**src/sv/mqttp_pkg.sv**
```systemverilog
package mqttp_pkg;

    localparam int MAX_VARINT_BYTES = 4;
    localparam int VARINT_BITS      = 7;
    localparam int RT_W             = VARINT_BITS * MAX_VARINT_BYTES;
    localparam int SH_W             = (RT_W > 1) ? $clog2(RT_W) : 1;
    localparam int VC_W             = $clog2(MAX_VARINT_BYTES + 1);

    localparam int QUEUE_DEPTH      = 4;
    localparam int QPTR_W           = $clog2(QUEUE_DEPTH);
    localparam int QCNT_W           = $clog2(QUEUE_DEPTH + 1);

    localparam logic [3:0] TYPE_CONNACK  = 4'd2;
    localparam logic [3:0] TYPE_PUBLISH  = 4'd3;
    localparam logic [3:0] TYPE_PUBACK   = 4'd4;
    localparam logic [3:0] TYPE_SUBACK   = 4'd9;
    localparam logic [3:0] TYPE_UNSUBACK = 4'd11;
    localparam logic [3:0] TYPE_PINGRESP = 4'd13;

    localparam logic [1:0] SEC_TOPIC   = 2'd0;
    localparam logic [1:0] SEC_MESSAGE = 2'd1;
    localparam logic [1:0] SEC_SUBACK  = 2'd2;
    localparam logic [1:0] SEC_SUMMARY = 2'd3;

    localparam logic [2:0] EV_CONNACK  = 3'd0;
    localparam logic [2:0] EV_PUBLISH  = 3'd1;
    localparam logic [2:0] EV_PUBACK   = 3'd2;
    localparam logic [2:0] EV_SUBACK   = 3'd3;
    localparam logic [2:0] EV_UNSUBACK = 3'd4;
    localparam logic [2:0] EV_PINGRESP = 3'd5;
    localparam logic [2:0] EV_ERROR    = 3'd6;

    localparam logic [1:0] QOS_INVALID = 2'd3;

    typedef enum logic [3:0] {
        PH_HDR      = 4'd0,
        PH_LEN      = 4'd1,
        PH_CONNACK  = 4'd2,
        PH_TLH      = 4'd3,
        PH_TLL      = 4'd4,
        PH_TOPIC    = 4'd5,
        PH_IDH      = 4'd6,
        PH_IDL      = 4'd7,
        PH_MLH      = 4'd8,
        PH_MLL      = 4'd9,
        PH_MSG      = 4'd10,
        PH_PUBDONE  = 4'd11,
        PH_SUBID    = 4'd12,
        PH_SUBCODES = 4'd13,
        PH_IGNORE   = 4'd14,
        PH_DISCARD  = 4'd15
    } phase_t;

    typedef struct packed {
        logic [7:0] in_byte;
        logic       last;
    } byte_item_t;

    typedef struct packed {
        logic [1:0]  section;
        logic [7:0]  data_byte;
        logic [2:0]  event_res;
        logic        dup_flag;
        logic        retain_flag;
        logic [1:0]  qos_level;
        logic        session_present;
        logic [7:0]  connack_code;
        logic [15:0] packet_ident;
        logic [15:0] topic_length;
        logic [15:0] body_length;
        logic        reply_needed;
    } result_item_t;

    typedef struct packed {
        logic [1:0]   count;
        result_item_t first;
        result_item_t second;
    } push_t;

endpackage

```
**src/sv/mqttp_front.sv**
```systemverilog
module mqttp_front
    import mqttp_pkg::*;
(
    input  logic       clk,
    input  logic       rst_n,
    input  logic       accept,
    input  byte_item_t byte_item,
    output push_t      push
);

    phase_t          phase_reg, phase_next, phase_upd;
    logic [3:0]      type_reg, type_next, type_upd;
    logic [3:0]      flags_reg, flags_next, flags_upd;
    logic [RT_W-1:0] rt_reg, rt_next, rt_upd;
    logic [VC_W-1:0] vc_reg, vc_next, vc_upd;
    logic [RT_W-1:0] bl_reg, bl_next, bl_upd;
    logic [15:0]     fc_reg, fc_next, fc_upd;
    logic [15:0]     tl_reg, tl_next, tl_upd;
    logic [15:0]     bd_reg, bd_next, bd_upd;
    logic [15:0]     id_reg, id_next, id_upd;
    logic [8:0]      ack_reg, ack_next, ack_upd;
    logic            emit;
    logic [1:0]      emit_sec;

    function automatic phase_t after_topic(logic qos_nz, logic [RT_W-1:0] left);
        phase_t p;
        if (qos_nz)
        begin
            p = (32'(left) < 32'd2) ? PH_DISCARD : PH_IDH;
        end
        else
        begin
            p = (left != '0) ? PH_MLH : PH_PUBDONE;
        end
        return p;
    endfunction

    always_comb
    begin
        logic [7:0]      b;
        logic [RT_W-1:0] bl_dec;
        logic [RT_W-1:0] rt_sum;
        logic [RT_W-1:0] cnt;
        logic [VC_W-1:0] vc_inc;
        logic [SH_W-1:0] sh;
        logic [16:0]     fc_inc;
        logic [15:0]     full;
        logic            qos_nz;

        b        = byte_item.in_byte;
        bl_dec   = bl_reg - RT_W'(1);
        sh       = SH_W'(vc_reg) * SH_W'(VARINT_BITS);
        rt_sum   = rt_reg + (RT_W'(b[6:0]) << sh);
        vc_inc   = vc_reg + VC_W'(1);
        cnt      = rt_reg - RT_W'(2);
        fc_inc   = 17'(fc_reg) + 17'd1;
        qos_nz   = (flags_reg[2:1] != 2'd0);
        full     = 16'h0000;

        phase_upd = phase_reg;
        type_upd  = type_reg;
        flags_upd = flags_reg;
        rt_upd    = rt_reg;
        vc_upd    = vc_reg;
        bl_upd    = bl_reg;
        fc_upd    = fc_reg;
        tl_upd    = tl_reg;
        bd_upd    = bd_reg;
        id_upd    = id_reg;
        ack_upd   = ack_reg;
        emit      = 1'b0;
        emit_sec  = SEC_TOPIC;

        if (accept)
        begin
            if (phase_reg == PH_HDR)
            begin
                type_upd  = b[7:4];
                flags_upd = b[3:0];
                phase_upd = PH_LEN;
                unique case (b[7:4]) inside
                    TYPE_CONNACK, TYPE_PUBACK, TYPE_SUBACK, TYPE_UNSUBACK, TYPE_PINGRESP:
                    begin
                    end
                    TYPE_PUBLISH:
                    begin
                        if (b[2:1] == QOS_INVALID)
                        begin
                            phase_upd = PH_DISCARD;
                        end
                    end
                    default:
                    begin
                        phase_upd = PH_DISCARD;
                    end
                endcase
            end
            else if (phase_reg == PH_LEN)
            begin
                rt_upd = rt_sum;
                vc_upd = vc_inc;
                if (b[7])
                begin
                    if (32'(vc_inc) >= 32'(MAX_VARINT_BYTES))
                    begin
                        phase_upd = PH_DISCARD;
                    end
                end
                else
                begin
                    bl_upd = rt_sum;
                    unique case (type_reg) inside
                        TYPE_CONNACK:
                        begin
                            fc_upd    = 16'd0;
                            phase_upd = PH_CONNACK;
                        end
                        TYPE_PUBLISH:
                        begin
                            phase_upd = PH_TLH;
                        end
                        TYPE_SUBACK:
                        begin
                            if (32'(rt_sum) < 32'd3)
                            begin
                                phase_upd = PH_DISCARD;
                            end
                            else
                            begin
                                fc_upd    = 16'd0;
                                phase_upd = PH_SUBID;
                            end
                        end
                        default:
                        begin
                            phase_upd = PH_IGNORE;
                        end
                    endcase
                end
            end
            else if (phase_reg != PH_DISCARD)
            begin
                if (bl_reg == '0)
                begin
                    phase_upd = PH_DISCARD;
                end
                else
                begin
                    bl_upd = bl_dec;
                    unique case (phase_reg)
                        PH_CONNACK:
                        begin
                            if (fc_reg == 16'd0)
                            begin
                                ack_upd[0] = b[0];
                            end
                            else if (fc_reg == 16'd1)
                            begin
                                ack_upd[8:1] = b;
                            end
                            if (fc_reg < 16'd2)
                            begin
                                fc_upd = fc_inc[15:0];
                            end
                        end
                        PH_TLH:
                        begin
                            tl_upd    = {b, 8'h00};
                            phase_upd = PH_TLL;
                        end
                        PH_TLL:
                        begin
                            full   = {tl_reg[15:8], b};
                            tl_upd = full;
                            if (32'(full) > 32'(bl_dec))
                            begin
                                phase_upd = PH_DISCARD;
                            end
                            else
                            begin
                                fc_upd    = 16'd0;
                                phase_upd = (full == 16'd0) ? after_topic(qos_nz, bl_dec)
                                                            : PH_TOPIC;
                            end
                        end
                        PH_TOPIC:
                        begin
                            emit     = 1'b1;
                            emit_sec = SEC_TOPIC;
                            fc_upd   = fc_inc[15:0];
                            if (fc_inc >= 17'(tl_reg))
                            begin
                                phase_upd = after_topic(qos_nz, bl_dec);
                            end
                        end
                        PH_IDH:
                        begin
                            id_upd    = {b, 8'h00};
                            phase_upd = PH_IDL;
                        end
                        PH_IDL:
                        begin
                            id_upd    = {id_reg[15:8], b};
                            phase_upd = (bl_dec != '0) ? PH_MLH : PH_PUBDONE;
                        end
                        PH_MLH:
                        begin
                            bd_upd    = {b, 8'h00};
                            phase_upd = PH_MLL;
                        end
                        PH_MLL:
                        begin
                            full   = {bd_reg[15:8], b};
                            bd_upd = full;
                            if (32'(full) > 32'(bl_dec))
                            begin
                                phase_upd = PH_DISCARD;
                            end
                            else if (full == 16'd0)
                            begin
                                phase_upd = (bl_dec != '0) ? PH_DISCARD : PH_PUBDONE;
                            end
                            else
                            begin
                                fc_upd    = 16'd0;
                                phase_upd = PH_MSG;
                            end
                        end
                        PH_MSG:
                        begin
                            emit     = 1'b1;
                            emit_sec = SEC_MESSAGE;
                            fc_upd   = fc_inc[15:0];
                            if (fc_inc >= 17'(bd_reg))
                            begin
                                phase_upd = (bl_dec != '0) ? PH_DISCARD : PH_PUBDONE;
                            end
                        end
                        PH_SUBID:
                        begin
                            fc_upd = fc_inc[15:0];
                            if (fc_inc >= 17'd2)
                            begin
                                bd_upd    = (32'(cnt) > 32'h0000_FFFF) ? 16'hFFFF
                                                                      : 16'(cnt);
                                phase_upd = PH_SUBCODES;
                            end
                        end
                        PH_SUBCODES:
                        begin
                            emit     = 1'b1;
                            emit_sec = SEC_SUBACK;
                        end
                        PH_IGNORE:
                        begin
                        end
                        default:
                        begin
                            phase_upd = PH_DISCARD;
                        end
                    endcase
                end
            end
        end

        if (accept && byte_item.last)
        begin
            phase_next = PH_HDR;
            type_next  = 4'd0;
            flags_next = 4'd0;
            rt_next    = '0;
            vc_next    = '0;
            bl_next    = '0;
            fc_next    = 16'd0;
            tl_next    = 16'd0;
            bd_next    = 16'd0;
            id_next    = 16'd0;
            ack_next   = 9'd0;
        end
        else
        begin
            phase_next = phase_upd;
            type_next  = type_upd;
            flags_next = flags_upd;
            rt_next    = rt_upd;
            vc_next    = vc_upd;
            bl_next    = bl_upd;
            fc_next    = fc_upd;
            tl_next    = tl_upd;
            bd_next    = bd_upd;
            id_next    = id_upd;
            ack_next   = ack_upd;
        end
    end

    always_comb
    begin
        result_item_t data_res;
        result_item_t sum_res;
        logic         ok;

        data_res           = '0;
        data_res.section   = emit_sec;
        data_res.data_byte = byte_item.in_byte;

        ok = (phase_upd != PH_HDR) && (phase_upd != PH_LEN) && (phase_upd != PH_DISCARD)
             && (bl_upd == '0)
             && !((type_upd == TYPE_PUBLISH) && (phase_upd != PH_PUBDONE));

        sum_res         = '0;
        sum_res.section = SEC_SUMMARY;
        if (!ok)
        begin
            sum_res.event_res = EV_ERROR;
        end
        else
        begin
            unique case (type_upd) inside
                TYPE_CONNACK:
                begin
                    sum_res.event_res       = EV_CONNACK;
                    sum_res.session_present = ack_upd[0];
                    sum_res.connack_code    = ack_upd[8:1];
                end
                TYPE_PUBLISH:
                begin
                    sum_res.event_res    = EV_PUBLISH;
                    sum_res.dup_flag     = flags_upd[3];
                    sum_res.retain_flag  = flags_upd[0];
                    sum_res.qos_level    = flags_upd[2:1];
                    sum_res.packet_ident = id_upd;
                    sum_res.topic_length = tl_upd;
                    sum_res.body_length  = bd_upd;
                    sum_res.reply_needed = (flags_upd[2:1] != 2'd0);
                end
                TYPE_PUBACK:
                begin
                    sum_res.event_res = EV_PUBACK;
                end
                TYPE_SUBACK:
                begin
                    sum_res.event_res   = EV_SUBACK;
                    sum_res.body_length = bd_upd;
                end
                TYPE_UNSUBACK:
                begin
                    sum_res.event_res = EV_UNSUBACK;
                end
                default:
                begin
                    sum_res.event_res = EV_PINGRESP;
                end
            endcase
        end

        push.count  = 2'd0;
        push.first  = data_res;
        push.second = sum_res;
        if (accept)
        begin
            if (emit && byte_item.last)
            begin
                push.count = 2'd2;
            end
            else if (emit)
            begin
                push.count = 2'd1;
            end
            else if (byte_item.last)
            begin
                push.count = 2'd1;
                push.first = sum_res;
            end
        end
    end

    always_ff @(posedge clk or negedge rst_n)
    begin
        if (!rst_n)
        begin
            phase_reg <= PH_HDR;
            type_reg  <= 4'd0;
            flags_reg <= 4'd0;
            rt_reg    <= '0;
            vc_reg    <= '0;
            bl_reg    <= '0;
            fc_reg    <= 16'd0;
            tl_reg    <= 16'd0;
            bd_reg    <= 16'd0;
            id_reg    <= 16'd0;
            ack_reg   <= 9'd0;
        end
        else
        begin
            phase_reg <= phase_next;
            type_reg  <= type_next;
            flags_reg <= flags_next;
            rt_reg    <= rt_next;
            vc_reg    <= vc_next;
            bl_reg    <= bl_next;
            fc_reg    <= fc_next;
            tl_reg    <= tl_next;
            bd_reg    <= bd_next;
            id_reg    <= id_next;
            ack_reg   <= ack_next;
        end
    end

endmodule

```
**src/sv/mqttp_queue.sv**
```systemverilog
module mqttp_queue
    import mqttp_pkg::*;
(
    input  logic         clk,
    input  logic         rst_n,
    input  push_t        push,
    output logic         push_block,
    output logic         result_valid,
    input  logic         result_stall,
    output result_item_t result_item
);

    result_item_t        mem [QUEUE_DEPTH];
    logic [QPTR_W-1:0]   wr_ptr_reg, wr_ptr_next;
    logic [QPTR_W-1:0]   rd_ptr_reg, rd_ptr_next;
    logic [QCNT_W-1:0]   count_reg, count_next;
    logic                pop;

    // keep room for a data byte plus its summary
    assign push_block   = (32'(count_reg) > 32'(QUEUE_DEPTH - 2));
    assign result_valid = (count_reg != '0);
    assign result_item  = mem[rd_ptr_reg];
    assign pop          = result_valid && !result_stall;

    always_comb
    begin
        wr_ptr_next = wr_ptr_reg + QPTR_W'(push.count);
        rd_ptr_next = rd_ptr_reg + QPTR_W'(pop);
        count_next  = count_reg + QCNT_W'(push.count) - QCNT_W'(pop);
    end

    always_ff @(posedge clk)
    begin
        if (push.count != 2'd0)
        begin
            mem[wr_ptr_reg] <= push.first;
        end
        if (push.count == 2'd2)
        begin
            mem[wr_ptr_reg + QPTR_W'(1)] <= push.second;
        end
    end

    always_ff @(posedge clk or negedge rst_n)
    begin
        if (!rst_n)
        begin
            wr_ptr_reg <= '0;
            rd_ptr_reg <= '0;
            count_reg  <= '0;
        end
        else
        begin
            wr_ptr_reg <= wr_ptr_next;
            rd_ptr_reg <= rd_ptr_next;
            count_reg  <= count_next;
        end
    end

endmodule

```
**src/sv/mqtt_incoming_packet_parser_core.sv**
```systemverilog
// A result transaction is queued when its byte is accepted and offered after earlier ones.
// One byte is accepted per cycle unless byte_stall is high (more than two entries queued);
// the result port drains one transaction per cycle while result_stall is low from a
// four-entry queue, and a data byte that ends its packet pushes data plus summary.
// Reset: rst_n asynchronously clears the parser to header-expected and empties the queue.
module mqtt_incoming_packet_parser_core
    import mqttp_pkg::*;
(
    input  logic         clk,
    input  logic         rst_n,
    input  logic         byte_valid,
    output logic         byte_stall,
    input  byte_item_t   byte_item,
    output logic         result_valid,
    input  logic         result_stall,
    output result_item_t result_item
);

    push_t push;
    logic  accept;

    assign accept = byte_valid && !byte_stall;

    mqttp_front u_front (
        .clk       (clk),
        .rst_n     (rst_n),
        .accept    (accept),
        .byte_item (byte_item),
        .push      (push)
    );

    mqttp_queue u_queue (
        .clk          (clk),
        .rst_n        (rst_n),
        .push         (push),
        .push_block   (byte_stall),
        .result_valid (result_valid),
        .result_stall (result_stall),
        .result_item  (result_item)
    );

endmodule

```
**config.mk**
```make
export PLATFORM = sky130hd
export DESIGN_NAME = mqtt_incoming_packet_parser_core
export DESIGN_NICKNAME = d
export VERILOG_FILES = /design/src/sv/mqttp_pkg.sv /design/src/sv/mqttp_front.sv /design/src/sv/mqttp_queue.sv /design/src/sv/mqtt_incoming_packet_parser_core.sv
export SDC_FILE = /design/constraint.sdc
export NUM_CORES = 1
export LEC_CHECK = 0
export BUFFER_PORTS_ARGS = -buffer_cell sky130_fd_sc_hd__buf_2
export CELL_PAD_IN_SITES_DETAIL_PLACEMENT = 1
export CELL_PAD_IN_SITES_GLOBAL_PLACEMENT = 1
export CORE_ASPECT_RATIO = 0.9
export CORE_MARGIN = 2
export CORE_UTILIZATION = 50
export CTS_CLUSTER_DIAMETER = 40
export DETAILED_ROUTE_END_ITERATION = 6
export PLACE_DENSITY = 0.78
export SLEW_MARGIN = 5
export SYNTH_ARGS = -nofsm -noshare
export SYNTH_HDL_FRONTEND = slang
export SYNTH_SLANG_ARGS = --single-unit
```
**constraint.sdc**
```tcl
create_clock -name clk -period 6.85 [get_ports clk]
set_input_delay 0.685 -clock clk [delete_from_list [all_inputs] [get_ports clk]]
set_output_delay 0.685 -clock clk [all_outputs]
set_load 0.1 [all_outputs]
```
* Yosys cells after proc, flatten, opt, wreduce, memory -nomap -nowiden *
Memory sizes are Yosys's and may differ from the RTL's.
Index checks and enable logic that the tools add are counted.

operators by class
  $add $sub $neg = 10
  multipliers = 1
  magnitude comparators = 11
  equal/unequal tests = 43
  shift operators = 1
  mux-type cells = 122
  reduce and logical (&&, ||, !) cells = 35

operator list
  cell                                                  count
  two-way mux 16 bit                                    33
  two-way mux 28 bit                                    11
  two-way mux 75 bit                                    2
  two-way mux 4 bit                                     25
  one-hot mux 16 bit (2 select lines)                   3
  two-way mux 77 bit                                    1
  two-way mux 76 bit                                    1
  two-way mux 9 bit                                     8
  one-hot mux 16 bit (4 select lines)                   1
  two-way mux 62 bit                                    1
  > comparator 16 x 28 -> 1 bit                         2
  logical NOT 28 bit                                    2
  < comparator 28 x 2 -> 1 bit, second input constant   2
  equality test 4 bit, second input constant            12
  logical NOT 16 bit                                    3
  one-hot mux 16 bit (3 select lines)                   1
  one-hot mux 4 bit (10 select lines)                   1
  >= comparator 17 x 16 -> 1 bit                        2
  equality test 4 x 2 -> 1 bit, second input constant   8
  two-way mux 32 bit                                    1
  adder 28 bit                                          1
  > comparator 28 x 16 -> 1 bit, second input constant  1
  nonzero test 28 bit                                   1
  left shift 7 x 5 -> 28 bit                            1
  44 further kinds                                      99

word-level totals
  flip-flop bits (word level) = 151
  bits in writable memories = 300
  input port bits = 13
  output and inout port bits = 77
  logic and storage cells = 238
  memories = 1

memory list
  memory       words  bits a word  read ports  clocked after Yosys merged registers in  write ports  line               text
  u_queue.mem  4      75           1           0                                        2            mqttp_queue.sv:13  result_item_t mem [QUEUE_DEPTH];

* Longest topological paths before layout *
Gate-level depths: netlist (run 1).

  depth in word-level cells = 25
  mapped depth = 24
  gate-level depth less buffers = 21

* Modules after synthesis *
A second synthesis (run 1) with hierarchy kept.

second synthesis, totals
  cell total of the unflattened synthesis = 2680
  area, all modules = 28952.8 um^2

by module, submodules not included
  module                            instances  cells each  area an instance (um^2)  seq. area each (um^2)
  mqttp_queue                       1          767         14791.7                  9183.8
  mqttp_front                       1          1912        14147.3                  3603.5
  mqtt_incoming_packet_parser_core  1          1           13.8                     0.0

* Worst setup path after synthesis (run 1) *
Ideal clock, no wire load.

  kind = reg2reg
  start = register u_front.vc_reg[0]
  end = memory u_queue.mem[0][10] (netlist bit), data pin
  setup time = 268 ps
  arrival time = 6034 ps
  required time = 6582 ps
  path slack = 548 ps
  stages on the path, launching flop included = 24
  path buffers = 3
  clock period less this slack = 6302 ps
  cells stage by stage = dfrtp_1 -> fa_1 -> ha_1 -> inv_1 -> fa_1 -> xnor2_1 -> nand2_1 -> nor2_1 -> a22o_1 -> ha_1 -> clkbuf_1 -> a21oi_1 -> o21ai_0 -> a221o_1 -> a2111oi_0 -> xnor2_1 -> nor3_1 -> o2111ai_1 -> or3_1 -> a311o_1 -> o31ai_4 -> buf_2 -> buf_2 -> nor3_1

RTL lines
  what                    line                text
  start, declared         mqttp_front.sv:15   logic [VC_W-1:0] vc_reg, vc_next, vc_upd;
  start signal, assigned  mqttp_front.sv:399  vc_reg <= vc_next;
  end, declared           mqttp_queue.sv:13

==> metrics list, run 1 <==
* Mean cell area of the mapped netlist: 10.20 um2
- Final setup violation count: 0
- Before antenna repair, the detailed router went through 5 iterations.
- Dividing the final minimum period by the clock period gives 0.9578.
- Dominant combinational cell family by area after synthesis: simple AND/OR/NAND/NOR gates
- Overall via count from detail_route: 22,670
- In this run, distinct cell masters in the synthesized netlist total approximately 90.
* TritonCTS clock tree: built
- Die boundary width: 245.4 um
- Largest fanout on the critical path: approximately 70
- Syn_nets: 2,687
- Headroom to the max-slew limit came out at 0.2013.
- Final core area utilization: 0.5838
* Placeable Area: 0.05179 mm2
- Setup slack on the worst reg-to-reg path comes out at 290 ps.
- Fraction of power spent switching nets: 0.4913
- Critical path endpoint category: register
- For the worst setup path, the data required time is 7310 ps.
* DP HPWL: 65,770 um
* Layout cells sized above 1: 0.1644
- Summing every instance area after synthesis gives between 0.02 and 0.03 mm2.
- In this run the remaining antenna-violating nets after routing total 0.
- The register with the most flip-flops in the layout has 300 of them.
* Overall die area: 0.05429 mm2
- Pwr/cell area: 495.1 mW/mm2
- After clock tree synthesis, the flow added hold-fix buffers numbering 0.
* Final layout net count: 2,767
- Share of total power in the clock network: 0.242
- The signal on the critical path passes through fa_1, ha_1, inv_1, fa_2, nand3_1, nor4_1, ha_1, fa_1, a21o_1, a21o_1, a21oi_1, buf_4, o21ai_0, a21oi_1, xor2_1, buf_4, a211oi_1, nor4_1, and4b_1, nand4_1, buf_12, or4_4, nor2b_1.
- Fill cells in the final layout number roughly 5,600.
- Count of pins over their slew limit: 0
* Simple-gate portion of the synthesized area: 0.1946
- Count of mapped cells out of synthesis: 2,571
- Slew at the pin with the worst max-slew slack: about 1200 ps
* Clock period minus worst slack: 6561 ps
- Async set or reset register ratio after synthesis: 0.3348
* Overall routing resource usage: 0.3551
- Number of max-cap violations: 0
- The tree is rooted in a sky130_fd_sc_hd__clkbuf_16.
- The worst register-to-register path ends at u_queue.mem[1][5].
- Wire length of the first global-routing pass: ~150,000 um
* Mux share of post-synthesis cell area: 0.08967
- The area growth from synthesis to layout is 15.34%.
- Setup repair after global routing left no endpoint under its margin.
- Worst hold path class: primary input to async pin
* Endpoints failing hold: 0
- The share of total power dissipated in sequential elements is 0.252.
- TritonCTS buffer count: between 60 and 70
* Detail-routed net length per standard cell: 28.35 um
- H-tree levels: 3
* Sink Count: between 400 and 500
- Clock-pin slew was measured on the worst setup and hold paths at ~50 ps.
- IR analysis of the VDD net gives a maximum drop of 0.0004746 V.
- Sort of element at the start of the critical path: register
* F_max: between 0.15 and 0.2 GHz
- Of the total synthesized cell area, the portion taken by full adders, half adders and majority gates is 0.05030.
- Hold is met by 109.0 ps.
- DRC violations left: 0
- Number of flip-flops and latches in the synthesized netlist: 451
- Signal arrival time at the worst endpoint: 7020 ps
- Drt via density: 6.678
* Buffers on Ports: 89
- Largest net degree at the start of global routing: 70
- The analysis attributes to cell leakage a power of 11.49 nW.
- The run finished with clean final reports.
- Crit. Startpoint: u_front.vc_reg[1]
- Gate power share: 0.505
- Total instance count after detailed placement: 3,267
- The Yosys step of the flow raised 0 warnings.
- Xor and xnor fraction of the mapped netlist area: 0.02372
- Startpoint of the worst register-to-register path: u_front.vc_reg[1]
- Finished Layout Cells: 3,395
- Internal power comes to 7.617 mW.
- Cell with the largest stage delay on the worst path: sky130_fd_sc_hd__or4_4
- Number of primary I/O pins: 90
- The number of cells on the worst reg-to-reg path is 23.
- The longest clock path from root to sink contains 3 buffers.
- Switching power summed over all nets: roughly 7.4 mW
- Clock latency on the worst-skew pair, taken at its later pin, is 620 ps.
* Initial standard-cell utilization of the core: 0.5062
- Yosys mapped a number of flops with a built-in enable equal to 260.
- Most common flop cell mapped by yosys: sky130_fd_sc_hd__edfxtp_1
- For the final routed database, the setup TNS stands at 0 ps.
- From bottom edge to top edge, the die measures 221.2 um.
- The critical path is of the register to register type.
- Initial DRC Count: 2,255
- Complex-gate fraction of the synthesized area: 0.1316
- Of the synthesized area, sequential elements account for 0.4725.
- Row count: between 70 and 80
- Initial antenna violation count: 0
* Weighted congestion at the end of routability-driven global placement: roughly 0.96
- For this run, the slowest stage of the critical path takes approximately 600 ps.
- Total global routing overflow: 0
- Routed wire length: 96,240 um
- For the final database, setup skew stands at between 20 and 30 ps.
* Number of global-route vias before repair: ~23,000
==> power by group through the flow <==
stage | Clock, mW | Sequential, mW | Combinational [mW]
2_1_floorplan | 0 | 3.53 | 5.73
3_3_place_gp | 0 | 3.76 | 7.22
3_5_place_dp | 0 | 3.80 | 7.39
4_1_cts | 3.66 | 3.76 | 7.45
5_1_grt | 3.78 | 3.82 | 7.97
6_report | 3.63 | 3.78 | 7.57
==> layer usage <==
layer / up-vias / GRT usage / part of all wire
met1: 11520 / 0.4754 / 0.41
met2: 1096 / 0.5608 / 0.47
li1: 9812 / - / -
met4: 0 / 0.1357 / 0.040
met3: 249 / 0.08393 / 0.088
met5: - / 0 / 0
==> cell usage in the layout, fill, tap and decap left out, types with 11 or more instances in the layout <==
cell type | netlist | layout
sky130_fd_sc_hd__buf_2 | 14 | 89
sky130_fd_sc_hd__dfrtp_1 | 151 | 149
sky130_fd_sc_hd__nor4_2 | 3 | 15
sky130_fd_sc_hd__xor2_1 | 25 | 25
sky130_fd_sc_hd__xnor2_1 | 46 | 45
sky130_fd_sc_hd__a21o_1 | 21 | 21
sky130_fd_sc_hd__mux4_2 | 75 | 75
sky130_fd_sc_hd__nand2b_1 | 21 | 21
sky130_fd_sc_hd__o31ai_1 | 11 | 11
sky130_fd_sc_hd__nor4_1 | 105 | 93
sky130_fd_sc_hd__dfxtp_1 | 40 | 40
sky130_fd_sc_hd__nand2_1 | 178 | 178
sky130_fd_sc_hd__nor2b_1 | 29 | 29
sky130_fd_sc_hd__nor2_1 | 368 | 366
sky130_fd_sc_hd__a22oi_1 | 16 | 16
sky130_fd_sc_hd__inv_1 | 85 | 81
sky130_fd_sc_hd__buf_12 | 0 | 13
sky130_fd_sc_hd__a21oi_1 | 128 | 124
sky130_fd_sc_hd__nor3_1 | 97 | 94
sky130_fd_sc_hd__and3_1 | 20 | 19
sky130_fd_sc_hd__buf_4 | 0 | 74
sky130_fd_sc_hd__o211ai_1 | 13 | 13
sky130_fd_sc_hd__o21a_1 | 12 | 12
sky130_fd_sc_hd__o21ai_0 | 102 | 100
sky130_fd_sc_hd__mux2_2 | 17 | 17
sky130_fd_sc_hd__a22o_1 | 57 | 57
sky130_fd_sc_hd__nand4_1 | 37 | 37
sky130_fd_sc_hd__clkbuf_16 | 0 | 70
sky130_fd_sc_hd__a31oi_1 | 14 | 14
sky130_fd_sc_hd__a211oi_1 | 25 | 23
sky130_fd_sc_hd__or3_1 | 23 | 22
sky130_fd_sc_hd__edfxtp_1 | 260 | 260
sky130_fd_sc_hd__and2_1 | 37 | 37
sky130_fd_sc_hd__mux2i_1 | 47 | 47
sky130_fd_sc_hd__inv_6 | 0 | 11
sky130_fd_sc_hd__ha_1 | 99 | 98
sky130_fd_sc_hd__nand3_1 | 66 | 66
==> through the flow <==
stage / instance area (um2) / total power, mW / setup WS [ps]
after floorplan: 26220 / 9.260 / 547.5
after global placement: 27730 / 10.98 / 306.4
after detailed placement: 27730 / 11.19 / 26.43
after CTS: 30120 / 14.87 / 26.02
after global routing: 30240 / 15.57 / 24.18
final: 30240 / 14.97 / 288.8
==> cell usage after synthesis, types with 14 or more instances <==
library cell | count | area share
sky130_fd_sc_hd__a22o_1 | 57 | 0.019
sky130_fd_sc_hd__nand2_1 | 178 | 0.025
sky130_fd_sc_hd__ha_1 | 99 | 0.047
sky130_fd_sc_hd__a21o_1 | 21 | 0.0060
sky130_fd_sc_hd__a21oi_1 | 128 | 0.024
sky130_fd_sc_hd__mux2i_1 | 47 | 0.018
sky130_fd_sc_hd__nor3_1 | 97 | 0.019
sky130_fd_sc_hd__a31oi_1 | 14 | 0.0033
sky130_fd_sc_hd__nand2b_1 | 21 | 0.0050
sky130_fd_sc_hd__buf_2 | 14 | 0.0027
sky130_fd_sc_hd__a22oi_1 | 16 | 0.0046
sky130_fd_sc_hd__or3_1 | 23 | 0.0055
sky130_fd_sc_hd__o21ai_0 | 102 | 0.019
sky130_fd_sc_hd__dfrtp_1 | 151 | 0.14
sky130_fd_sc_hd__a211oi_1 | 25 | 0.0072
sky130_fd_sc_hd__nor2b_1 | 29 | 0.0069
sky130_fd_sc_hd__dfxtp_1 | 40 | 0.031
sky130_fd_sc_hd__xor2_1 | 25 | 0.0084
sky130_fd_sc_hd__mux2_2 | 17 | 0.0073
sky130_fd_sc_hd__and2_1 | 37 | 0.0088
sky130_fd_sc_hd__inv_1 | 85 | 0.012
sky130_fd_sc_hd__nor4_1 | 105 | 0.025
sky130_fd_sc_hd__clkbuf_1 | 138 | 0.020
sky130_fd_sc_hd__mux4_2 | 75 | 0.064
sky130_fd_sc_hd__edfxtp_1 | 260 | 0.30
sky130_fd_sc_hd__nand4_1 | 37 | 0.0088
sky130_fd_sc_hd__and3_1 | 20 | 0.0048
sky130_fd_sc_hd__xnor2_1 | 46 | 0.015
sky130_fd_sc_hd__nor2_1 | 368 | 0.053
sky130_fd_sc_hd__nand3_1 | 66 | 0.013
==> how the worst max path moves through the flow <==
stage | endpoint | slack [ps] | cells after the start
after floorplan | u_queue.mem[0][10] | 550 | 23
after global placement | u_queue.mem[2][5] | 310 | 21
after detailed placement | u_queue.mem[0][62] | 30 | 20
after CTS | u_queue.mem[0][62] | 30 | 22
after global routing | u_queue.mem[0][15] | 20 | 22
final | u_queue.mem[1][5] | 290 | 23
==> kinds of logic after synthesis <==
family,Yosys count
and+or+nand+nor,1045
adders and majority gates,103
xor gates and xnor gates,71
DFF,451
buffers and inverters,254
AOI/OAI and AO/OA,508
muxes,139
==> repair_timing <==
item / in CTS / in global routing
pin swaps: 0 / 1
setup buffers: 0 / 2
endpoints found under the setup margin: 12 / 247
gates resized for setup: 3 / 23
==> layout make-up <==
| type | instances | area [um2] | share of cell area |
|---|---|---|---|
| multi-input combinational | 1866 | 13010 | 0.4302 |
| tap | 688 | 860.8 | 0.02847 |
| inverter | 86 | 322.8 | 0.01067 |
| sequential | 451 | 12390 | 0.4099 |
| antenna | 1 | 2.502 | 0.00008275 |
| clock inverter | 44 | 554.3 | 0.01833 |
| clock buffer | 81 | 1813 | 0.05995 |
| timing repair buffer | 178 | 1284 | 0.04245 |
==> critical path, delay by kind of cell, from the launching register on <==
family	cells	cell delay (ps)
simple gates	7	1870
buf+inv	4	710
compound gates	6	1050
fa+ha+maj	5	1900
xor+xnor	1	360
flops	1	420
(Power assumes the default switching activity.)
==> run 2: changes to the inputs <==
--- a/config.mk
+++ b/config.mk
@@ -9,11 +9,12 @@
 export CELL_PAD_IN_SITES_DETAIL_PLACEMENT = 1
 export CELL_PAD_IN_SITES_GLOBAL_PLACEMENT = 1
 export CORE_ASPECT_RATIO = 0.9
-export CORE_MARGIN = 2
+export CORE_MARGIN = 4
 export CORE_UTILIZATION = 50
 export CTS_CLUSTER_DIAMETER = 40
 export DETAILED_ROUTE_END_ITERATION = 6
 export PLACE_DENSITY = 0.78
+export RECOVER_POWER = 100
 export SLEW_MARGIN = 5
 export SYNTH_ARGS = -nofsm -noshare
 export SYNTH_HDL_FRONTEND = slang
==> run 2 against run 1 <==
  * Hold slack better by 78 ps
  * Register-to-register slack worse by 100 ps
  * Critical path type unchanged
  * Largest power group unchanged
  * The flow now finishes with violations (capacitance limit, slew limit)
  * Count of clock-buffer cells in the layout is 1 higher
  * Largest cell class unchanged
  * First-iteration DRC count is 4.8% higher
==> metrics list, run 2 (synthesis gave the netlist of run 1 again) <==
- The flow ran to the end, but the final reports show violations.
- The checks that failed: capacitance limit, slew limit.
- Across all layers, the routed design uses 23,040 vias.
- The count of buffers added on input and output ports is 89.
- In this run the core area contains 79 standard-cell rows.
* Placeable Area: 0.05179 mm2
- After clock tree synthesis, the clock-pin slew on the worst setup and hold paths is 60 ps.
* Overall routing resource usage: 0.3464
* Required time of the critical path: ~7200 ps
- Detailed placement ended at an HPWL of 67,100 um.
* Total chip power: 14.97 mW
* Slew at the pin with the worst max-slew slack: between 3000 and 4000 ps
- In the layout the commonest cells are sky130_fd_sc_hd__nor2_1 (367), sky130_fd_sc_hd__edfxtp_1 (260), sky130_fd_sc_hd__nand2_1 (178), sky130_fd_sc_hd__dfrtp_1 (150), sky130_fd_sc_hd__a21oi_1 (127).
- Cell with the largest stage delay on the worst path: sky130_fd_sc_hd__fa_1
- On the worst path, the slowest cell contributes a delay of 560 ps.
- Count of pins over their slew limit: 257
- H-tree levels: 3
- Root buffer cell: sky130_fd_sc_hd__clkbuf_16
- Critical path endpoint category: register
* Most frequent CP cell: sky130_fd_sc_hd__buf_4
- Headroom to the max-slew limit came out at -1.597.
- Die boundary width: 249.4 um
* Initial DRC Count: 2,363
- Endpoints failing hold: 0
- Once layout is complete, the utilization of the core stands at 0.5784.
- Compared with the post-synthesis result, the final layout area differs by 14.26%.
* Switching power summed over all nets: approximately 7.5 mW
- Share of total power in sequential cells: 0.253
- The register with the most flip-flops in the layout has 300 of them.
- The number of antenna violations at the first check in global routing came to 2.
- Layout cells sized above 1: 0.1271
* Static leakage power: ~11 nW
- The total overflow left after global routing is 0.
- The clock period could shrink to 6662 ps.
- The via count of the first global-routing pass is 23,900.
* Number of buffers and inverters on the critical path: 5
- Wires add up to 99,150 um.
- Final layout net count: 2,771
* Sort of element at the start of the critical path: register
- Setup violations remaining at the end of the flow were counted as 0.
- Share of total power in the clock network: 0.244
* Detail-routed net length per standard cell: slightly below 30 um
- Of all nets on the critical path, the largest fanout is 36.
* Wire length of the first global-routing pass: 150,300 um
- TritonCTS built the clock tree.
- For this run, design rule violations remaining after detail routing come to 0.
- Count of hold buffers inserted by post-cts repair: 0
- Worst-case clock buffer depth: 3
- For this run, the top clock speed supported by timing is 0.1501 GHz.
* Pwr/cell area: 499.8 mW/mm2
- Signal arrival time at the worst endpoint: 7040 ps
* Number of primary I/O pins: 90
- Worst hold path class: primary input to async pin
- Commonest non-fill, non-tap cell in the layout: sky130_fd_sc_hd__nor2_1
* Weighted congestion at the end of routability-driven global placement: 0.9932
- In this design, the largest share of critical-path delay is due to adder cells.
* Filler cells: 5,561
- TritonCTS buffer count: 71
* Total instance count after detailed placement: ~3,300
- The clock reaches the later pin of the worst-skew pair after 630 ps.
- Sink Count: 451
* Initial standard-cell utilization of the core: 0.5062
* Gate power share: 0.503
* Maximum resistive drop on vdd: 0.0004545 V
- Across the run, the number of max-cap violations was 7.
* Largest net degree at the start of global routing: 88
- Between clock sinks in the finished design, the worst skew comes to 38.75 ps.
- Finished Layout Cells: between 3,000 and 4,000
- First drt pass iteration count: 6
- Final worst path period share: 0.9725
- Cell Chain, Critical Path: fa_1, ha_1, inv_1, fa_1, xor2_1, nand3_1, nor4_1, ha_1, fa_1, a21o_1, a21o_1, a21oi_1, buf_4, o21ai_0, a21oi_1, xor2_1, buf_4, a211oi_1, nor4_1, and4b_1, nand4_1, buf_4, buf_4, nor4_2
* Overall die area: 0.05617 mm2
* Number of nets with antenna violations after routing: 0
* Critical path class: register to register
* Number of setup buffers added after CTS: 0
- The internal portion of the total power is about 7.5 mW.
- Of the total power, the share spent switching nets is 0.4987.
- Die height: 225.2 um
* Drt via density: 6.772
[run 2: changes by cell type in the layout (fill, tap and decap cells not counted), moves of 4 or more]
cell                       before  now
sky130_fd_sc_hd__clkbuf_2       0    7
sky130_fd_sc_hd__inv_1         81   85
sky130_fd_sc_hd__buf_4         74   56
sky130_fd_sc_hd__buf_2         89   14
sky130_fd_sc_hd__inv_6         11   15
sky130_fd_sc_hd__buf_12        13    3
sky130_fd_sc_hd__inv_2          4    0
sky130_fd_sc_hd__and2_1        37   10
sky130_fd_sc_hd__and2_0         1   28
sky130_fd_sc_hd__clkbuf_1       9   98
[run 2: final timing paths]
kind / startpoint / to / slack, ps / cells after the start
worst max-delay path: u_front.vc_reg[1] / u_queue.mem[1][52] / 190 / 24
worst min-delay path: rst_n / u_front.rt_reg[25] / 190 / 1
worst max register to register: u_front.vc_reg[1] / u_queue.mem[1][52] / 190 / 24
worst min register to register: u_queue.mem[2][71] / u_queue.mem[2][71] / 480 / 1
max in group asynchronous: rst_n / u_front.ack_reg[0] / 2420 / 2
min in group clk: u_queue.mem[2][71] / u_queue.mem[2][71] / 480 / 1
[run 2: cell type report]
class                      instances  area (um2)  share of cell area
timing repair buffer             179       998.5             0.03333
multi-input combinational       1866       12980              0.4334
sequential                       451       12390              0.4136
antenna                            1       2.502          0.00008354
clock inverter                    50       496.7             0.01658
tap                              688       860.8             0.02874
clock buffer                      82        1901             0.06344
inverter                          86       322.8             0.01078
[run 2: worst reg2reg max path, delay by kind of cell, from the launching register on]
| family | cells | cell delay (ps) |
|---|---|---|
| flops | 1 | 430 |
| buf+inv | 5 | 1180 |
| simple gates | 6 | 1320 |
| xor+xnor | 2 | 550 |
| fa+ha+maj | 5 | 1800 |
| compound gates | 6 | 1190 |
[run 2: per-stage QoR]
| step | area (um2) | hold WS [ps] | TNS (ps) | setup WS (ps) |
|---|---|---|---|---|
| 6_report | 29960 | 187.2 | 0 | 188.2 |
| 5_1_grt | 29950 | 227.1 | -3.439 | -3.439 |
| 4_1_cts | 30120 | 207.3 | 0 | 0.6684 |
| 3_5_place_dp | 27700 | 466.5 | -2041 | -132.4 |
| 3_3_place_gp | 27700 | 453.8 | 0 | 229.1 |
| 2_1_floorplan | 26220 | 389.4 | 0 | 547.5 |
[run 2: timing repair]
| action | CTS | global route |
|---|---|---|
| pin swaps | 0 | 1 |
| gates resized for setup | 4 | 18 |
| endpoints found under the setup margin | 203 | 256 |
[run 2: power groups by stage]
stage / Sequential [mW] / Clock [mW] / Combinational (mW)
6_report: 3.79 / 3.66 / 7.53
4_1_cts: 3.76 / 3.68 / 7.49
3_5_place_dp: 3.80 / 0 / 7.39
3_3_place_gp: 3.75 / 0 / 7.18
5_1_grt: 3.82 / 3.82 / 7.91
2_1_floorplan: 3.53 / 0 / 5.73
[run 2: layer usage]
metal,wire length (um),up-vias,GRT usage
met4,3958,4,0.1344
met5,74,-,0
met3,8419,268,0.06670
li1,-,9824,-
met2,46580,1175,0.5590
met1,40120,11770,0.4693
==> run 3: changes to the inputs <==
--- a/config.mk
+++ b/config.mk
@@ -5,15 +5,16 @@
 export SDC_FILE = /design/constraint.sdc
 export NUM_CORES = 1
 export LEC_CHECK = 0
+export ABC_AREA = 1
 export BUFFER_PORTS_ARGS = -buffer_cell sky130_fd_sc_hd__buf_2
 export CELL_PAD_IN_SITES_DETAIL_PLACEMENT = 1
 export CELL_PAD_IN_SITES_GLOBAL_PLACEMENT = 1
 export CORE_ASPECT_RATIO = 0.9
 export CORE_MARGIN = 4
-export CORE_UTILIZATION = 50
+export CORE_UTILIZATION = 48
 export CTS_CLUSTER_DIAMETER = 40
 export DETAILED_ROUTE_END_ITERATION = 6
-export PLACE_DENSITY = 0.78
+export PLACE_DENSITY = 0.79
 export RECOVER_POWER = 100
 export SLEW_MARGIN = 5
 export SYNTH_ARGS = -nofsm -noshare
==> constraint.sdc (replaced) <==
create_clock -name clk -period 7.01 [get_ports clk]
set_input_delay 0.701 -clock clk [delete_from_list [all_inputs] [get_ports clk]]
set_output_delay 0.701 -clock clk [all_outputs]
set_load 0.1 [all_outputs]
==> run 3 against run 2 <==
  * The flow still finishes with violations (capacitance limit, slew limit)
  * Critical path type unchanged
  * Non-clock buffer count shrank 47
  * Largest cell class unchanged
  * Wire length grew 8.4%
  * Die area grew 12%
==> metrics list, run 3 <==
- First drt pass iteration count: 5
- The run finished, with violations left.
- In the synthesized netlist the async set-or-reset flop fraction comes to 0.3348.
- Count of pins over their slew limit: 321
* Layout Skew: 40.00 ps
- Die height: 238.3 um
* Initial standard-cell utilization of the core: 0.4842
- Met3 Use GR: 0.05207
- The layer flagged by global routing as most heavily used is met2.
* Mapped cell area: between 0.02 and 0.03 mm2
- In the global route stage, overall resource usage came out at 0.3334.
* Placed cell areas: a little under 0.03 mm2
- Layout overhead on the synthesized area: 11.18%
- Violations in the final reports: capacitance limit, slew limit
* Leading cell types by total area after synthesis: sky130_fd_sc_hd__edfxtp_1 (28%), sky130_fd_sc_hd__dfrtp_1 (13%), sky130_fd_sc_hd__nor2_1 (9.9%)
* TritonCTS buffer count: 78
- The library cell used most frequently in the layout, excluding fill and tap cells, is sky130_fd_sc_hd__nor2_1.
* Number of flip-flops and latches in the synthesized netlist: 451
- Sink Count: roughly 450
- The region available for standard cell placement spans 0.05844 mm2.
- Routed wire length: 107,400 um
* Most common flop cell mapped by yosys: sky130_fd_sc_hd__edfxtp_1
- Row count: 84
* Number of synthesized flops with an enable pin: 260
- Setup repair after global routing left no endpoint under its margin.
- Sort of element at the start of the critical path: register
- The root buffer cell chosen for the clock tree is sky130_fd_sc_hd__clkbuf_16.
* Post-synth top area cell: sky130_fd_sc_hd__edfxtp_1
* Detail-routed net length per standard cell: 23.93 um
- TritonCTS built the clock tree.
- The share of the Yosys chip area taken by registers is 0.4377.
- In the final design database the tool counted 3,766 nets.
* Most used cells in the layout excluding fill and tap cells: sky130_fd_sc_hd__nor2_1 (754), sky130_fd_sc_hd__nand2_1 (622), sky130_fd_sc_hd__inv_1 (407), sky130_fd_sc_hd__o21ai_0 (306), sky130_fd_sc_hd__edfxtp_1 (260)
- Critical path endpoint category: register
- Largest fanout on the critical path: 19
- Of the post-synthesis cell area, the dominant cell type holds 0.2759.
- F_max: 0.1527 GHz
* Number of distinct library cells after synthesis: 62
- Setup total negative slack on the finished layout was measured at 0 ps.
- Wire length of the first global-routing pass: roughly 160,000 um
- Most numerous cell in the Yosys netlist: sky130_fd_sc_hd__nor2_1
* Non-Filler Cell Area, Final: 0.03146 mm2
- At the later pin of the worst-skew pair, clock insertion delay measures 640 ps.
- The clock period could shrink to 6551 ps.
* DP HPWL: between 70,000 and 80,000 um
- In the global route stage, met1 resource usage came out at 0.4184.
- Total global routing overflow: 0
- The detailed router finished its first iteration with approximately 2,100 violations.
- The final route contains ~27,000 vias.
- The via count of the first global-routing pass came to 27,590.
* Syn_nets: 3,717
- Number of setup buffers added after CTS: 0
- Met2 track demand over resource in global routing: 0.5770
* Relative max-transition margin: -1.549
* Most frequent CP cell: sky130_fd_sc_hd__nand2_1
* H-tree levels: 3
- In this run the mean area of a mapped cell was 7.858 um2.
- Layout cells sized above 1: 0.07377
* Largest net degree at the start of global routing: 94
- Clock slew at reported path FFs: 60 ps
- By startpoint and endpoint, the worst setup path is classified as register to register.
- Signal arrival time at the worst endpoint: 7010 ps
- No sink is reached through more buffers than the 3 on the longest clock path.
- Once detail routing completed, the nets flagged for antenna violations numbered 0.
* Cell with the largest stage delay on the worst path: sky130_fd_sc_hd__fa_1
- Slew at the pin with the worst max-slew slack: approximately 3800 ps
- The die covers 0.06291 mm2.
- Buffers on Ports: 89
- Number of warnings reported in the yosys synthesis log: 0
- Using the TritonRoute via totals, the vias-per-cell ratio works out to roughly 6.
* Slowest Stage Delay on Critical Path: between 500 and 600 ps
* Initial antenna violation count: 5
- Required time of the critical path: ~7500 ps
- Count of mapped cells out of synthesis: 3,601
* Final setup violation count: 0
- Max FFs per register: 300
- Routability-driven placement finished with a final weighted congestion of roughly 1.
* Die boundary width: 263.9 um
- Final worst path period share: 0.9345
- After detailed routing, the number of remaining DRC violations is 0.
* Top cells by instance count after synthesis: sky130_fd_sc_hd__nor2_1 (744), sky130_fd_sc_hd__nand2_1 (621), sky130_fd_sc_hd__inv_1 (407)
- Worst hold path class: primary input to async pin
* Endpoints failing hold: 0
- Max-cap violations in this run came to 7.
- Measured on the finished design, the core utilization comes to 0.5384.
- Number of primary I/O pins: 90
* Post-Route Hold Slack: 164.2 ps
-- run 3: changes by cell type after synthesis, sizes merged, moves of 74 or more --
cell,before,now
nand2,179,631
nor2,368,787
inv,85,416
o21ai,102,311
nand3,66,173
o22ai,9,112
nor4,108,18
nand4,37,115
mux4,75,0
nor3,98,24
-- run 3: cells by family after synthesis --
| group | synth area share |
|---|---|
| AO/OA/AOI/OAI | 0.1330 |
| buffers and inverters | 0.08485 |
| flip-flops | 0.4377 |
| XOR/XNOR | 0.01207 |
| adder cells (fa/ha/maj) | 0.04660 |
| AND/OR/NAND/NOR | 0.2858 |
-- run 3: worst max-delay path: cells and delay by family, from the launching register on --
kind,cells,cell delay (ps)
and+or+nand+nor,15,1900
adders and majority gates,3,1410
AOI/OAI and AO/OA,5,1250
buffers and inverters,7,960
DFF,1,510
xor gates and xnor gates,1,330
-- run 3: area by class of cell --
class                           instances  area [um2]
Tap cell                              774       968.4
Multi-Input combinational cell       2562       13000
Clock inverter                         54       704.4
Sequential cell                       451       12390
Inverter                              425        1610
Timing Repair Buffer                  132       716.9
Clock buffer                           90        2069
Antenna cell                            2       5.005
Fill cell                            7211       26970
-- run 3: timing repair --
item | CTS | global route
resized for setup | 0 | 7
hold buffers | 0 | 0
setup endpoints to repair | 0 | 179
-- run 3: routing by layer --
metal	vias up	part of all wire
met4	2	0.047
met1	13140	0.41
met2	967	0.49
li1	12190	-
met5	-	0.00018
met3	271	0.059
-- run 3: final timing paths --
kind	cells past startpoint	start	end	slack [ps]
worst max-delay path	31	u_front.vc_reg[0]	u_queue.mem[2][29]	460
worst min-delay path	1	rst_n	u_front.fc_reg[9]	160
worst max register to register	31	u_front.vc_reg[0]	u_queue.mem[2][29]	460
worst min register to register	2	u_queue.mem[2][67]	u_queue.mem[2][67]	460
max in group asynchronous	2	rst_n	u_front.vc_reg[0]	2270
min in group clk	2	u_queue.mem[2][67]	u_queue.mem[2][67]	460
-- run 3: per-stage QoR --
stage          cells  setup slack [ps]
5_1_grt         4488             74.66
4_1_cts         4488             291.5
2_1_floorplan   3601              1928
6_report        4490             459.4
3_3_place_gp    4344             480.0
3_5_place_dp    4344             328.1
Power of run 3 is left out: the tool's default activity adds up to more than one toggle a clock period on the data nets, which glitch-free logic cannot reach.
